<file path="config.mk">
export PLATFORM = sky130hd
export DESIGN_NAME = infix_to_postfix_converter
export DESIGN_NICKNAME = d
export VERILOG_FILES = /design/src/sv/iptp_pkg.sv /design/src/sv/infix_to_postfix_converter.sv /design/src/sv/iptp_ram.sv /design/src/sv/iptp_outbuf.sv
export VERILOG_INCLUDE_DIRS = /design/src /design/src/sv
export SDC_FILE = /design/constraint.sdc
export NUM_CORES = 1
export LEC_CHECK = 0
export BUFFER_PORTS_ARGS = -buffer_cell sky130_fd_sc_hd__buf_4
export CORE_ASPECT_RATIO = 0.6
export CORE_MARGIN = 3
export CORE_UTILIZATION = 55
export CTS_CLUSTER_DIAMETER = 200
export DETAILED_ROUTE_END_ITERATION = 6
export PLACE_DENSITY = 0.8
export SLEW_MARGIN = 15
export SYNTH_ARGS = -nofsm -noshare
export SYNTH_HDL_FRONTEND = slang
export SYNTH_SLANG_ARGS = --single-unit
</file>
<file path="constraint.sdc">
create_clock -name clk_i -period 3.5 [get_ports clk_i]
set_input_delay 0.35 -clock clk_i [delete_from_list [all_inputs] [get_ports clk_i]]
set_output_delay 0.35 -clock clk_i [all_outputs]
set_load 0.05 [all_outputs]
</file>
<file path="src/sv/assert_macros.svh">
// ----------------------------------------------------------------------------
// Assertion macros shared by the converter RTL
// Clocked property checks on clk_i, disabled while rst_ni is low.
// ----------------------------------------------------------------------------
`ifndef ASSERT_MACROS_SVH
`define ASSERT_MACROS_SVH

// Property must hold at every clock edge out of reset
`define ASSERT_CLK(lbl, prop, msg) \
  lbl: assert property (@(posedge clk_i) disable iff (!rst_ni) (prop)) \
    else $error(msg);

// Condition must never be seen at a clock edge out of reset
`define ASSERT_NEVER(lbl, cond, msg) \
  lbl: assert property (@(posedge clk_i) disable iff (!rst_ni) !(cond)) \
    else $error(msg);

`endif

</file>
<file path="src/sv/iptp_pkg.sv">
// ----------------------------------------------------------------------------
// iptp_pkg
// Types, character codes and helpers for the infix to postfix converter.
// ----------------------------------------------------------------------------
`timescale 1ns / 1ps

package iptp_pkg;

  // Operator stack geometry
  localparam int STACK_DEPTH = 16;
  localparam int CNT_W       = $clog2(STACK_DEPTH + 1);
  localparam int ADDR_W      = $clog2(STACK_DEPTH);
  localparam int CHAR_W      = 8;

  // Character codes
  localparam logic [CHAR_W-1:0] CH_NUL    = 8'h00;
  localparam logic [CHAR_W-1:0] CH_SPACE  = 8'h20;
  localparam logic [CHAR_W-1:0] CH_LPAREN = 8'h28;
  localparam logic [CHAR_W-1:0] CH_RPAREN = 8'h29;
  localparam logic [CHAR_W-1:0] CH_STAR   = 8'h2A;
  localparam logic [CHAR_W-1:0] CH_PLUS   = 8'h2B;
  localparam logic [CHAR_W-1:0] CH_MINUS  = 8'h2D;
  localparam logic [CHAR_W-1:0] CH_SLASH  = 8'h2F;
  localparam logic [CHAR_W-1:0] CH_ZERO   = 8'h30;
  localparam logic [CHAR_W-1:0] CH_NINE   = 8'h39;
  localparam logic [CHAR_W-1:0] CH_UC_A   = 8'h41;
  localparam logic [CHAR_W-1:0] CH_UC_Z   = 8'h5A;
  localparam logic [CHAR_W-1:0] CH_CARET  = 8'h5E;
  localparam logic [CHAR_W-1:0] CH_LC_A   = 8'h61;
  localparam logic [CHAR_W-1:0] CH_LC_Z   = 8'h7A;

  typedef struct packed {
    logic [CHAR_W-1:0] symbol;
    logic              finish;
  } in_item_t;

  typedef struct packed {
    logic [CHAR_W-1:0] out_char;
    logic              last;
    logic              overflow_seen;
    logic              underflow_seen;
  } out_item_t;

  // Sequencer to output buffer
  typedef struct packed {
    logic      emit;
    logic      flush;
    out_item_t item;
  } obuf_cmd_t;

  // Output buffer to sequencer
  typedef struct packed {
    logic can_emit;
    logic can_flush;
  } obuf_stat_t;

  // Operator precedence; '(' and unknown characters rank 0
  function automatic logic [1:0] prec_of(input logic [CHAR_W-1:0] c);
    logic [1:0] p;
    p = 2'd0;
    if (c == CH_PLUS || c == CH_MINUS) p = 2'd1;
    if (c == CH_STAR || c == CH_SLASH) p = 2'd2;
    if (c == CH_CARET) p = 2'd3;
    return p;
  endfunction

endpackage

</file>
<file path="src/sv/infix_to_postfix_converter.sv">
// ----------------------------------------------------------------------------
// infix_to_postfix_converter
// Shunting-yard converter: infix characters in, postfix characters out,
// operator stack held in a synchronous RAM with a cached top entry.
// ----------------------------------------------------------------------------
// Usage:
//   Input channel in_valid_i / in_stall_o / in_item_i carries one character
//   (symbol) or an end-of-expression mark (finish). Output channel
//   out_valid_o / out_stall_i / out_item_o carries postfix characters; the
//   final result of each input item has last set, and the zero terminator
//   after finish reports the sticky overflow and underflow flags.
//   An item that yields no character yields no result.
//   Items are taken one at a time; the input stalls until the current item
//   is done. Closing an all-zero run emits its '0', and each stack entry
//   popped takes one RAM read to refresh the cached top, also the '(' that a
//   ')' discards. One result is held back until the item ends to set last.
//   A stalled output holds its item; the sequencer waits whenever the
//   one-deep holding slot is full and a stalled item sits in the output.
//   Reset clears the stack count, digit-run state and flags; stack RAM
//   contents read before being written are never used, so no clearing pass.
// ----------------------------------------------------------------------------
`timescale 1ns / 1ps
`include "assert_macros.svh"

module infix_to_postfix_converter (
  input  logic                clk_i,
  input  logic                rst_ni,
  input  logic                in_valid_i,
  output logic                in_stall_o,
  input  iptp_pkg::in_item_t  in_item_i,
  output logic                out_valid_o,
  input  logic                out_stall_i,
  output iptp_pkg::out_item_t out_item_o
);

  import iptp_pkg::*;

  typedef enum logic [2:0] {
    S_IDLE,
    S_CLOSE,
    S_BODY,
    S_POP,
    S_WAIT,
    S_FLUSH
  } state_e;

  state_e            state_q, state_d;
  logic [CHAR_W-1:0] sym_q, sym_d;
  logic              fin_q, fin_d;
  logic [CNT_W-1:0]  count_q, count_d;
  logic [CHAR_W-1:0] top_q, top_d;
  logic              in_num_q, in_num_d;
  logic              oz_q, oz_d;
  logic              ovf_q, ovf_d;
  logic              unf_q, unf_d;
  logic              done_q, done_d;

  obuf_cmd_t         obuf_cmd;
  obuf_stat_t        obuf_stat;
  logic              ram_we, ram_re;
  logic [CHAR_W-1:0] ram_rdata;
  logic [CNT_W-1:0]  cnt_m2;

  logic              is_digit, is_letter, has_entry, oz_eff;

  assign is_digit  = !fin_q && (sym_q >= CH_ZERO) && (sym_q <= CH_NINE);
  assign is_letter = ((sym_q >= CH_LC_A) && (sym_q <= CH_LC_Z)) ||
                     ((sym_q >= CH_UC_A) && (sym_q <= CH_UC_Z));
  assign has_entry = (count_q != '0);
  assign oz_eff    = in_num_q ? oz_q : 1'b1;
  assign cnt_m2    = count_q - CNT_W'(2);

  // Stack storage
  iptp_ram #(
    .DEPTH (STACK_DEPTH),
    .WIDTH (CHAR_W)
  ) u_stack (
    .clk_i   (clk_i),
    .we_i    (ram_we),
    .waddr_i (count_q[ADDR_W-1:0]),
    .wdata_i (sym_q),
    .re_i    (ram_re),
    .raddr_i (cnt_m2[ADDR_W-1:0]),
    .rdata_o (ram_rdata)
  );

  // Result holding slot and output register
  iptp_outbuf u_outbuf (
    .clk_i       (clk_i),
    .rst_ni      (rst_ni),
    .cmd_i       (obuf_cmd),
    .stat_o      (obuf_stat),
    .out_valid_o (out_valid_o),
    .out_stall_i (out_stall_i),
    .out_item_o  (out_item_o)
  );

  assign in_stall_o = (state_q != S_IDLE);

  // Sequencer
  always_comb begin
    state_d  = state_q;
    sym_d    = sym_q;
    fin_d    = fin_q;
    count_d  = count_q;
    top_d    = top_q;
    in_num_d = in_num_q;
    oz_d     = oz_q;
    ovf_d    = ovf_q;
    unf_d    = unf_q;
    done_d   = done_q;
    obuf_cmd = '0;
    ram_we   = 1'b0;
    ram_re   = 1'b0;

    unique case (state_q)
      S_IDLE: begin
        if (in_valid_i) begin
          sym_d   = in_item_i.symbol;
          fin_d   = in_item_i.finish;
          state_d = S_CLOSE;
        end
      end

      // Digits, or closing of a pending digit run
      S_CLOSE: begin
        if (is_digit) begin
          if (oz_eff && sym_q == CH_ZERO) begin
            in_num_d = 1'b1;
            oz_d     = 1'b1;
            state_d  = S_FLUSH;
          end else if (obuf_stat.can_emit) begin
            obuf_cmd.emit          = 1'b1;
            obuf_cmd.item.out_char = sym_q;
            in_num_d               = 1'b1;
            oz_d                   = 1'b0;
            state_d                = S_FLUSH;
          end
        end else if (in_num_q) begin
          if (obuf_stat.can_emit) begin
            obuf_cmd.emit = 1'b1;
            if (oz_q) begin
              obuf_cmd.item.out_char = CH_ZERO;
              oz_d                   = 1'b0;
            end else begin
              obuf_cmd.item.out_char = CH_SPACE;
              in_num_d               = 1'b0;
              state_d                = S_BODY;
            end
          end
        end else begin
          state_d = S_BODY;
        end
      end

      // Letters pass, '(' is pushed, everything else goes on to S_POP
      S_BODY: begin
        if (fin_q) begin
          state_d = S_POP;
        end else if (is_letter) begin
          if (obuf_stat.can_emit) begin
            obuf_cmd.emit          = 1'b1;
            obuf_cmd.item.out_char = sym_q;
            state_d                = S_FLUSH;
          end
        end else if (sym_q == CH_LPAREN) begin
          if (count_q < CNT_W'(STACK_DEPTH)) begin
            ram_we  = 1'b1;
            top_d   = sym_q;
            count_d = count_q + CNT_W'(1);
          end else begin
            ovf_d = 1'b1;
          end
          state_d = S_FLUSH;
        end else begin
          state_d = S_POP;
        end
      end

      // At most one pop per visit; new top is read back in S_WAIT
      S_POP: begin
        if (fin_q) begin
          if (has_entry) begin
            if (top_q == CH_LPAREN || obuf_stat.can_emit) begin
              obuf_cmd.emit          = (top_q != CH_LPAREN);
              obuf_cmd.item.out_char = top_q;
              count_d                = count_q - CNT_W'(1);
              ram_re                 = 1'b1;
              done_d                 = 1'b0;
              state_d                = S_WAIT;
            end
          end else if (obuf_stat.can_emit) begin
            obuf_cmd.emit                = 1'b1;
            obuf_cmd.item.out_char       = CH_NUL;
            obuf_cmd.item.overflow_seen  = ovf_q;
            obuf_cmd.item.underflow_seen = unf_q;
            ovf_d                        = 1'b0;
            unf_d                        = 1'b0;
            state_d                      = S_FLUSH;
          end
        end else if (sym_q == CH_RPAREN) begin
          if (obuf_stat.can_emit) begin
            obuf_cmd.emit = 1'b1;
            if (has_entry && top_q != CH_LPAREN) begin
              obuf_cmd.item.out_char = top_q;
              count_d                = count_q - CNT_W'(1);
              ram_re                 = 1'b1;
              done_d                 = 1'b0;
              state_d                = S_WAIT;
            end else if (has_entry) begin
              // matching open paren: discard it
              obuf_cmd.item.out_char = CH_SPACE;
              count_d                = count_q - CNT_W'(1);
              ram_re                 = 1'b1;
              done_d                 = 1'b1;
              state_d                = S_WAIT;
            end else begin
              obuf_cmd.item.out_char = CH_SPACE;
              unf_d                  = 1'b1;
              state_d                = S_FLUSH;
            end
          end
        end else begin
          if (has_entry && (prec_of(sym_q) <= prec_of(top_q))) begin
            if (obuf_stat.can_emit) begin
              obuf_cmd.emit          = 1'b1;
              obuf_cmd.item.out_char = top_q;
              count_d                = count_q - CNT_W'(1);
              ram_re                 = 1'b1;
              done_d                 = 1'b0;
              state_d                = S_WAIT;
            end
          end else begin
            if (count_q < CNT_W'(STACK_DEPTH)) begin
              ram_we  = 1'b1;
              top_d   = sym_q;
              count_d = count_q + CNT_W'(1);
            end else begin
              ovf_d = 1'b1;
            end
            state_d = S_FLUSH;
          end
        end
      end

      // Refresh the cached top from the RAM
      S_WAIT: begin
        top_d   = ram_rdata;
        state_d = done_q ? S_FLUSH : S_POP;
      end

      // Release the held result with last set
      S_FLUSH: begin
        if (obuf_stat.can_flush) begin
          obuf_cmd.flush = 1'b1;
          state_d        = S_IDLE;
        end
      end

      default: begin
        state_d = S_IDLE;
      end
    endcase
  end

  always_ff @(posedge clk_i or negedge rst_ni) begin
    if (!rst_ni) begin
      state_q  <= S_IDLE;
      sym_q    <= '0;
      fin_q    <= 1'b0;
      count_q  <= '0;
      top_q    <= '0;
      in_num_q <= 1'b0;
      oz_q     <= 1'b0;
      ovf_q    <= 1'b0;
      unf_q    <= 1'b0;
      done_q   <= 1'b0;
    end else begin
      state_q  <= state_d;
      sym_q    <= sym_d;
      fin_q    <= fin_d;
      count_q  <= count_d;
      top_q    <= top_d;
      in_num_q <= in_num_d;
      oz_q     <= oz_d;
      ovf_q    <= ovf_d;
      unf_q    <= unf_d;
      done_q   <= done_d;
    end
  end

  `ASSERT_CLK(a_count_range, count_q <= CNT_W'(STACK_DEPTH), "stack count beyond depth")
  `ASSERT_CLK(a_emit_room, obuf_cmd.emit |-> obuf_stat.can_emit, "emit without room")
  `ASSERT_CLK(a_push_room, ram_we |-> (count_q < CNT_W'(STACK_DEPTH)), "push onto full stack")
  `ASSERT_CLK(a_pop_refresh, ram_re |=> (state_q == S_WAIT), "pop without top refresh")
  `ASSERT_CLK(a_accept_busy, (in_valid_i && !in_stall_o) |=> (state_q == S_CLOSE), "accept not followed by work")

endmodule

</file>
<file path="src/sv/iptp_ram.sv">
// ----------------------------------------------------------------------------
// iptp_ram
// Simple dual-port synchronous RAM, one write and one registered read port.
// ----------------------------------------------------------------------------
`timescale 1ns / 1ps

module iptp_ram #(
  parameter int DEPTH = 16,
  parameter int WIDTH = 8,
  parameter int AW    = $clog2(DEPTH)
) (
  input  logic             clk_i,
  input  logic             we_i,
  input  logic [AW-1:0]    waddr_i,
  input  logic [WIDTH-1:0] wdata_i,
  input  logic             re_i,
  input  logic [AW-1:0]    raddr_i,
  output logic [WIDTH-1:0] rdata_o
);

  logic [WIDTH-1:0] mem_q [DEPTH];
  logic [WIDTH-1:0] rdata_q;

  // Write port
  always_ff @(posedge clk_i) begin
    if (we_i) begin
      mem_q[waddr_i] <= wdata_i;
    end
  end

  // Read port, registered
  always_ff @(posedge clk_i) begin
    if (re_i) begin
      rdata_q <= mem_q[raddr_i];
    end
  end

  assign rdata_o = rdata_q;

endmodule

</file>
<file path="src/sv/iptp_outbuf.sv">
// ----------------------------------------------------------------------------
// iptp_outbuf
// Holds back one result so that the last flag can be set once the item ends,
// and presents results on a registered valid/stall output.
// ----------------------------------------------------------------------------
`timescale 1ns / 1ps
`include "assert_macros.svh"

module iptp_outbuf (
  input  logic                 clk_i,
  input  logic                 rst_ni,
  input  iptp_pkg::obuf_cmd_t  cmd_i,
  output iptp_pkg::obuf_stat_t stat_o,
  output logic                 out_valid_o,
  input  logic                 out_stall_i,
  output iptp_pkg::out_item_t  out_item_o
);

  import iptp_pkg::*;

  logic      pend_v_q, pend_v_d;
  out_item_t pend_q, pend_d;
  logic      out_valid_q, out_valid_d;
  out_item_t out_item_q, out_item_d;
  logic      out_free;

  assign out_free         = !out_valid_q || !out_stall_i;
  assign stat_o.can_emit  = !pend_v_q || out_free;
  assign stat_o.can_flush = !pend_v_q || out_free;

  // Pending slot and output register update
  always_comb begin
    pend_v_d    = pend_v_q;
    pend_d      = pend_q;
    out_item_d  = out_item_q;
    out_valid_d = out_valid_q && out_stall_i;
    if (cmd_i.emit) begin
      if (pend_v_q) begin
        out_item_d      = pend_q;
        out_item_d.last = 1'b0;
        out_valid_d     = 1'b1;
      end
      pend_d   = cmd_i.item;
      pend_v_d = 1'b1;
    end else if (cmd_i.flush && pend_v_q) begin
      out_item_d      = pend_q;
      out_item_d.last = 1'b1;
      out_valid_d     = 1'b1;
      pend_v_d        = 1'b0;
    end
  end

  always_ff @(posedge clk_i or negedge rst_ni) begin
    if (!rst_ni) begin
      pend_v_q    <= 1'b0;
      out_valid_q <= 1'b0;
    end else begin
      pend_v_q    <= pend_v_d;
      out_valid_q <= out_valid_d;
    end
  end

  always_ff @(posedge clk_i) begin
    pend_q     <= pend_d;
    out_item_q <= out_item_d;
  end

  assign out_valid_o = out_valid_q;
  assign out_item_o  = out_item_q;

  `ASSERT_NEVER(a_emit_and_flush, cmd_i.emit && cmd_i.flush, "emit and flush together")
  `ASSERT_CLK(a_emit_room, (cmd_i.emit && pend_v_q) |-> out_free, "emit would drop an item")
  `ASSERT_CLK(a_flush_last, (cmd_i.flush && pend_v_q && out_free) |=> (out_valid_q && out_item_q.last), "flushed item not marked last")

endmodule
</file>
==> summary.md, run 1 <==
| Metric | Value |
|---|---|
| Total of max-cap violations | 0 |
| DRT Pass-1 Iters | 5 |
| Final Util | 66.1% |
| Seq pwr share | 39.4% |
| GRT Total Usage | 25.7% |
| Via density | 6.52 |
| Routed length per instance | 25.8 um |
| EDFF count, synth | 157 |
| Hold Violations, Final | 0 |
| Slowest stage cell on the critical path | dfrtp_2 |
| Yosys top cell area share | 57.0% |
| Iteration-0 DRC Markers | 718 |
| Sequential share of the synthesized area | 66.7% |
| Clock Sinks | 189 |
| Count leader, synth | edfxtp_1 |
| Clk_skew | 0.00651 ns |
| Status | finished, final reports clean |
| Slew Viols, Final | 0 |
| Clk buf depth | 2 |
| Biggest area consumer among synthesized cells | edfxtp_1 |
| Seq cells post-synth | 189 |
| Placed insts | 760 |
| # IOs | 26 |
| DR WL met2 | 8380 um |
| F_max | 0.295 GHz |
| Clk pwr share | 21.5% |
| CP Capture Type | flop |
| Nets | 612 |
| Worst Tran Pin Value | 0.795 ns |
| Largest net degree at the start of global routing | 37 |
| FFs w/ async S/R, synth | 16.9% |
| Top Layer Used | met4 |
| Met3 Wirelength | 3060 um |
| Worst Path Max Fanout | 8 |
| RSZ-0062 raised after global routing | no |
| Yosys warning count | 0 |
| Rows | 34 |
| Peak supply drop | 0.715 mV |
| PwrDens | 913 nW/um^2 |
| Sw Share | 37.9% |
| TritonCTS clock tree | done |
| Fin crit share | 96.9% |
| Final Wtd Congestion | 0.955 |
| Leak Pwr | 3.35 nW |
| Via count | 5,214 |
| Critical Path Max Stage Delay | 0.46 ns |
| DIE AREA | 16,600 sq um |
| Final cell count without fillers | 800 |
| Crit path cell chain | nor4b_4, nand2_1, a311o_1, ha_1, nor2b_1, a2bb2oi_1, buf_4, o2111ai_2, a21oi_4, nand2_2, nor3_2, buf_4 |
| # DRC | 0 |
| WP data arrival | 3.54 ns |
| Die height | 101 um |
| Clock slew at reported path FFs | 0.07 ns |
| Layout cells sized above 1 | 30.4% |
| Syn Inst Count | 525 |
| CP dominant cell by count | buf_4 |
| CTS H-tree lvls | 4 |
| CTS Buf Count | 17 |
| Final Power | 8.81 mW |
| Die W | 164 um |
| Fillers | 957 |
| Internal | 5.47 mW |
| WL met1 | 8790 um |
| Worst EP required | 3.65 ns |
| Hold Path Class | in -> reg |
| Gr ovfl total | 0 |
| Comb power frac | 39.1% |
| First-pass GRT wire length | 30,500 um |
| DP HPWL | 13,700 um |
| Mapped Nets | 548 |
| Area of the multi-input gates | 2690 sq um |
| Final hold slack | 0.140 ns |
| Area grow syn2layout | 16.7% |
| Vias in the first global route | 4,871 |
| Seq. cell area | 5520 sq um |
| # diodes | 0 |
| P_sw | 3.34 mW |
| Top post-synthesis cells by count | edfxtp_1 (157), mux4_2 (40), nor2_1 (37), dfrtp_1 (32), nand2_1 (30) |
| Clock Root Buffer | clkbuf_16 |
| Core area | 14,600 sq um |
| Total wire length | 20,700 um |
| Final setup fails | 0 |
| Critical path startpoint category | flop |
| Netlist cell types | 64 |
| Port Buffers | 25 |
| Ranking of synthesized cells by area | edfxtp_1 (57%), mux4_2 (11%), dfrtp_1 (9.7%) |
| Worst reg2reg setup slack | 0.11 ns |
| Post-synthesis cell area | 8270 sq um |
| Synth Flop Type | edfxtp_1 |
| Avg Cell Area, Syn | 15.7 sq um |
| Clk Latency, worst-skew pair | 0.43 ns |
| Initial antenna violation count | 0 |
| Post-DRT Antenna Nets | 0 |
| Initial core utilization | 56.7% |
| Worst Setup Path Type | reg -> reg |
| Slew HR | 46.8% |
| Min cycle time layout | 3.39 ns |
[critical path, delay by kind of cell, from the launching register on]
kind                       cells  cell delay (ns)
DFF                            1             0.46
adders and majority gates      1             0.30
AOI/OAI and AO/OA              4             1.02
buffers and inverters          2             0.36
and+or+nand+nor                5             0.97
[cells by family (layout without fill, tap and decap cells)]
group,count (synthesis),count (layout),synth area share [%]
buffers and inverters,39,116,1.94
XOR/XNOR,5,5,0.530
adder cells (fa/ha/maj),10,10,1.51
AO/OA/AOI/OAI,90,90,7.37
multiplexers,56,56,12.9
flip-flops,189,189,66.7
AND/OR/NAND/NOR,136,136,9.00
[flip-flops by register name, summed over array words and instances, names as in the netlist]
register	count
unf_q	1
u_stack.rdata_o	8
done_q	1
u_outbuf.pend_q	10
u_outbuf.pend_v_q	1
sym_q	8
top_q	8
u_outbuf.out_item_o	11
u_outbuf.out_valid_o	1
in_num_q	1
fin_q	1
state_q	3
u_stack.mem_q	128
oz_q	1
ovf_q	1
count_q	5
[final timing paths]
| check | end | startpoint | cells past startpoint |
|---|---|---|---|
| hold / removal | sym_q[2]$_DFFE_PN0P_ | in_item_i[3] | 3 |
| setup / recovery | u_stack.mem_q[1][7]$_DFFE_PP_ | top_q[6]$_DFFE_PN0P_ | 12 |
| max in group asynchronous | count_q[0]$_DFFE_PN0P_ | rst_ni | 2 |
| setup reg to reg | u_stack.mem_q[1][7]$_DFFE_PP_ | top_q[6]$_DFFE_PN0P_ | 12 |
| hold reg to reg | u_outbuf.out_item_o[0]$_DFFE_PP_ | u_outbuf.pend_q[0]$_SDFFCE_PP0P_ | 0 |
| min in group asynchronous | top_q[4]$_DFFE_PN0P_ | rst_ni | 2 |
[routing by layer]
layer,vias up,track usage [%]
met5,-,0
met4,0,8.25
met3,52,10.5
met2,373,32.2
met1,2588,40.5
li1,2201,-
[final cells by class]
class / instances / area share (%)
Sequential cell: 189 / 57.2
Clock inverter: 15 / 1.65
Timing Repair Buffer: 74 / 5.86
Tap cell: 198 / 2.57
Clock buffer: 17 / 4.41
Inverter: 10 / 0.389
Multi-Input combinational cell: 297 / 27.9
[power by group through the flow]
stage	clock [mW]	sequential [mW]	combinational, mW
2_1_floorplan	0	3.62	1.97
3_3_place_gp	0	3.46	3.16
3_5_place_dp	0	3.48	3.25
4_1_cts	1.92	3.44	3.28
5_1_grt	2.00	3.50	3.65
6_report	1.90	3.47	3.44
[cells in the final DEF (no fill, tap or decap), types with 3 or more instances in the layout]
master      count
nand4b_1        3
a21oi_1        26
nor4_1          3
o211ai_1        4
a31oi_1         5
buf_4          71
o21ai_0        11
mux4_2         40
nand2_1        26
dfrtp_1        29
inv_1           8
ha_1           10
a21o_1          3
clkinv_4        3
nor3_2          4
nand2_2         4
xor2_1          3
nand3_1        12
and2_1          7
inv_6           3
or3_1           3
nor3_1          5
clkbuf_16      17
o22ai_1         3
nand2b_1        4
mux2_2          7
nor2_1         35
mux2i_1         9
nor2b_1         6
dfrtp_2         3
a22o_1          4
clkinvlp_4      3
edfxtp_1      157
a211oi_1        5
[timing repair]
item | in CTS | in global routing
hold buffers | 1 | 0
setup buffers | 0 | 7
hold endpoints to repair | 32 | 0
pin swaps | 0 | 6
resized for setup | 2 | 19
setup endpoints to repair | 98 | 161
[metrics by stage]
step                      setup WS [ns]  setup TNS [ns]  area (sq um)
after CTS                        0.0166               0          9520
after global placement            0.101               0          8920
after floorplan                 -0.0323           -2.53          8290
final                             0.108               0          9650
after detailed placement        -0.0478          -0.947          8920
after global routing            0.00798               0          9650
Power figures use the tool's default switching activity.
==> run 2, diff against run 1 <==
--- a/config.mk
+++ b/config.mk
@@ -6,13 +6,14 @@
 export SDC_FILE = /design/constraint.sdc
 export NUM_CORES = 1
 export LEC_CHECK = 0
+export ABC_AREA = 1
 export BUFFER_PORTS_ARGS = -buffer_cell sky130_fd_sc_hd__buf_4
 export CORE_ASPECT_RATIO = 0.6
 export CORE_MARGIN = 3
-export CORE_UTILIZATION = 55
+export CORE_UTILIZATION = 30
 export CTS_CLUSTER_DIAMETER = 200
 export DETAILED_ROUTE_END_ITERATION = 6
-export PLACE_DENSITY = 0.8
+export PLACE_DENSITY = 0.51
 export SLEW_MARGIN = 15
 export SYNTH_ARGS = -nofsm -noshare
 export SYNTH_HDL_FRONTEND = slang
==> summary.md, run 2 <==
| Metric | Value |
|---|---|
| Clock Sinks | 189 (unchanged) |
| Iteration-0 DRC Markers | 823 (+15%) |
| Sw Share | 43.9% (+6.0 points) |
| Largest register FFs | 128 (unchanged) |
| Post-DP Area | 9450 sq um (+6.0%) |
| CP Capture Type | flop |
| Initial core utilization | 31.0% (-26 points) |
| Port Buffers | 25 (unchanged) |
| DRT Pass-1 Iters | 5 (unchanged) |
| Hold Path Class | in -> reg |
| Slew HR | 48.5% (+1.7 points) |
| Internal | 5.18 mW (-5.4%) |
| Clock slew at reported path FFs | 0.07 ns (about the same) |
| TritonCTS clock tree | done |
| RSZ-0062 raised after global routing | no |
| Comb power frac | 42.3% (+3.2 points) |
| Worst Setup Path Type | reg -> reg |
| Clock Root Buffer | clkbuf_16 |
| Final Util | 35.8% (-30 points) |
| Largest net degree at the start of global routing | 71 (+92%) |
| Worst EP required | 3.65 ns (about the same) |
| Final setup fails | 0 (unchanged) |
| Hold Buf Count CTS | 1 (unchanged) |
| Routed length per instance | 20.0 um (-23%) |
| Final Wtd Congestion | 0.883 (-7.5%) |
| CTS Buf Count | 17 (unchanged) |
| Syn Inst Count | 840 (+60%) |
| Min cycle time layout | 3.09 ns (-0.305 ns) |
| P_sw | 4.06 mW (+21%) |
| FFs w/ async S/R, synth | 16.9% (unchanged) |
| WP data arrival | 3.24 ns (-0.30 ns) |
| Mapped Nets | 863 (+57%) |
| Peak supply drop | 0.522 mV (-27%) |
| Clk buf depth | 2 (unchanged) |
| Critical path startpoint category | flop |
| Total of max-cap violations | 0 (unchanged) |
| Die height | 138 um (+37%) |
| CTS H-tree lvls | 4 (unchanged) |
| Fin Setup TNS | 0 ns (unchanged) |
| # DRC | 0 (unchanged) |
| Layout cells sized above 1 | 16.1% (-14 points) |
| Biggest area consumer among synthesized cells | edfxtp_1 |
| Initial antenna violation count | 0 (unchanged) |
| Yosys warning count | 0 (unchanged) |
| Worst Tran Pin Value | 0.767 ns (-0.0280 ns) |
| Fin crit share | 88.2% (-8.7 points) |
| DIE AREA | 31,100 sq um (+88%) |
| # IOs | 26 (unchanged) |
| Via count | 6,501 (+25%) |
| Final cell count without fillers | 1,268 (+59%) |
| Most flops, register | u_stack.mem_q |
| Nets | 911 (+49%) |
| Rows | 47 (+38%) |
| Seq pwr share | 36.4% (-3.0 points) |
| GRT Total Usage | 16.8% (-8.9 points) |
| Area grow syn2layout | 15.6% |
| Slew Viols, Final | 0 (unchanged) |
| Commonest non-fill, non-tap cell in the layout | edfxtp_1 |
| Status | finished, final reports clean |
| Post-synthesis cell area | 8700 sq um (+5.2%) |
| Clk Latency, worst-skew pair | 0.45 ns (+0.02 ns) |
| Leak Pwr | 3.78 nW (+13%) |
| Clk_skew | 0.0183 ns (+0.0118 ns) |
| Placed insts | 1,235 (+63%) |
| Final worst slack | 0.413 ns (+0.305 ns) |
| Sequential share of the synthesized area | 63.4% (-3.3 points) |
| Final Power | 9.23 mW (+4.8%) |
| Ranking of synthesized cells by area | edfxtp_1 (54%), dfrtp_1 (9.2%), nand2_1 (6.4%) |
| Seq cells post-synth | 189 (unchanged) |
| First-pass GRT wire length | 37,900 um (+24%) |
| Avg Cell Area, Syn | 10.4 sq um (-34%) |
| Synth Flop Type | edfxtp_1 |
| Gr ovfl total | 0 (unchanged) |
| Place WS | 0.476 ns (+0.524 ns) |
| Top post-synthesis cells by count | edfxtp_1 (157), nand2_1 (149), nor2_1 (134), o21ai_0 (87), nand3_1 (47) |
| Die W | 226 um (+37%) |
| Total wire length | 25,300 um (+23%) |
| PwrDens | 919 nW/um^2 (+0.61%) |
| Final instance area | 10,000 sq um (+4.2%) |
| Post-CTS Resized | 0 (-2) |
| Hold Violations, Final | 0 (unchanged) |
| Yosys top cell area share | 54.2% (-2.8 points) |
| Worst Path Max Fanout | 7 (-1) |
| Core area | 28,100 sq um (+92%) |
| Vias in the first global route | 5,942 (+22%) |
| Via density | 5.13 (-21%) |
| EDFF count, synth | 157 (unchanged) |
| Setup bufs post-CTS | 0 (unchanged) |
| Final hold slack | 0.135 ns (-0.00552 ns) |
| F_max | 0.324 GHz (+9.9%) |
| DP HPWL | 18,200 um (+33%) |
| Netlist cell types | 37 (-42%) |
| Commonest cells after routing, fill and taps aside | edfxtp_1 (157), nand2_1 (149), nor2_1 (134) |
| Post-DRT Antenna Nets | 0 (unchanged) |
| Clk pwr share | 21.3% (-0.2 points) |
| Count leader, synth | edfxtp_1 |
| # diodes | 0 (unchanged) |
[run 2: cell count changes after synthesis, sizes merged, moves of 8 or more]
cell and change:
nand3 +37, o221ai +23, nand2 +127, nand4 +8, nor3 +10, mux4 -40
o21ai +91, inv +49, a21oi -15, nor2 +107, mux2i -9
[run 2: critical path, stage by stage (launching register included)]
cell	delay, ns
dfrtp_1	0.45
inv_1	0.06
nor2_1	0.09
nand3_1	0.07
nor4_1	0.26
a31oi_1	0.17
ha_1	0.35
nand2_1	0.05
nand2_1	0.05
nand2_1	0.06
nand2_1	0.11
nand3_2	0.16
o21ai_2	0.24
nand2_2	0.08
nor3_1	0.33
buf_4	0.25
[run 2: worst paths after layout]
check / cells after the start / from / slack (ns) / endpoint
max reg2reg: 15 / top_q[1]$_DFFE_PN0P_ / 0.41 / u_stack.mem_q[10][6]$_DFFE_PP_
max: 15 / top_q[1]$_DFFE_PN0P_ / 0.41 / u_stack.mem_q[10][6]$_DFFE_PP_
min: 3 / out_stall_i / 0.13 / u_outbuf.out_valid_o$_DFF_PN0_
max in group asynchronous: 2 / rst_ni / 2.69 / count_q[0]$_DFFE_PN0P_
min in group asynchronous: 2 / rst_ni / 0.42 / top_q[0]$_DFFE_PN0P_
min reg2reg: 0 / u_outbuf.pend_q[1]$_SDFFCE_PP0P_ / 0.42 / u_outbuf.out_item_o[1]$_DFFE_PP_
[run 2: layout make-up]
cell class / count / area, sq um
Multi-Input combinational cell: 558 / 2790
Clock buffer: 20 / 447
Sequential cell: 189 / 5520
Clock inverter: 12 / 139
Inverter: 58 / 218
Fill cell: 2811 / 18000
Timing Repair Buffer: 64 / 483
Tap cell: 367 / 459
[run 2: kinds of logic after synthesis]
logic type,count (synthesis),share of synthesized area (%)
AO/OA/AOI/OAI,163,11.3
flip-flops,189,63.4
adder cells (fa/ha/maj),10,1.44
XOR/XNOR,4,0.403
buffers and inverters,93,4.53
AND/OR/NAND/NOR,381,18.9
[run 2: power groups by stage]
| stage | Clock (mW) | Combinational, mW | Sequential, mW |
|---|---|---|---|
| after detailed placement | 0 | 3.86 | 3.40 |
| after floorplan | 0 | 2.32 | 3.53 |
| after global placement | 0 | 3.87 | 3.40 |
| final | 1.96 | 3.91 | 3.36 |
| after global routing | 2.10 | 4.32 | 3.40 |
| after CTS | 2.00 | 3.87 | 3.35 |
[run 2: layer usage]
metal / track usage [%] / part of all wire [%]
met5: 0 / 0
met3: 4.80 / 9.0
met2: 19.9 / 36
met4: 3.31 / 0.53
met1: 28.5 / 54
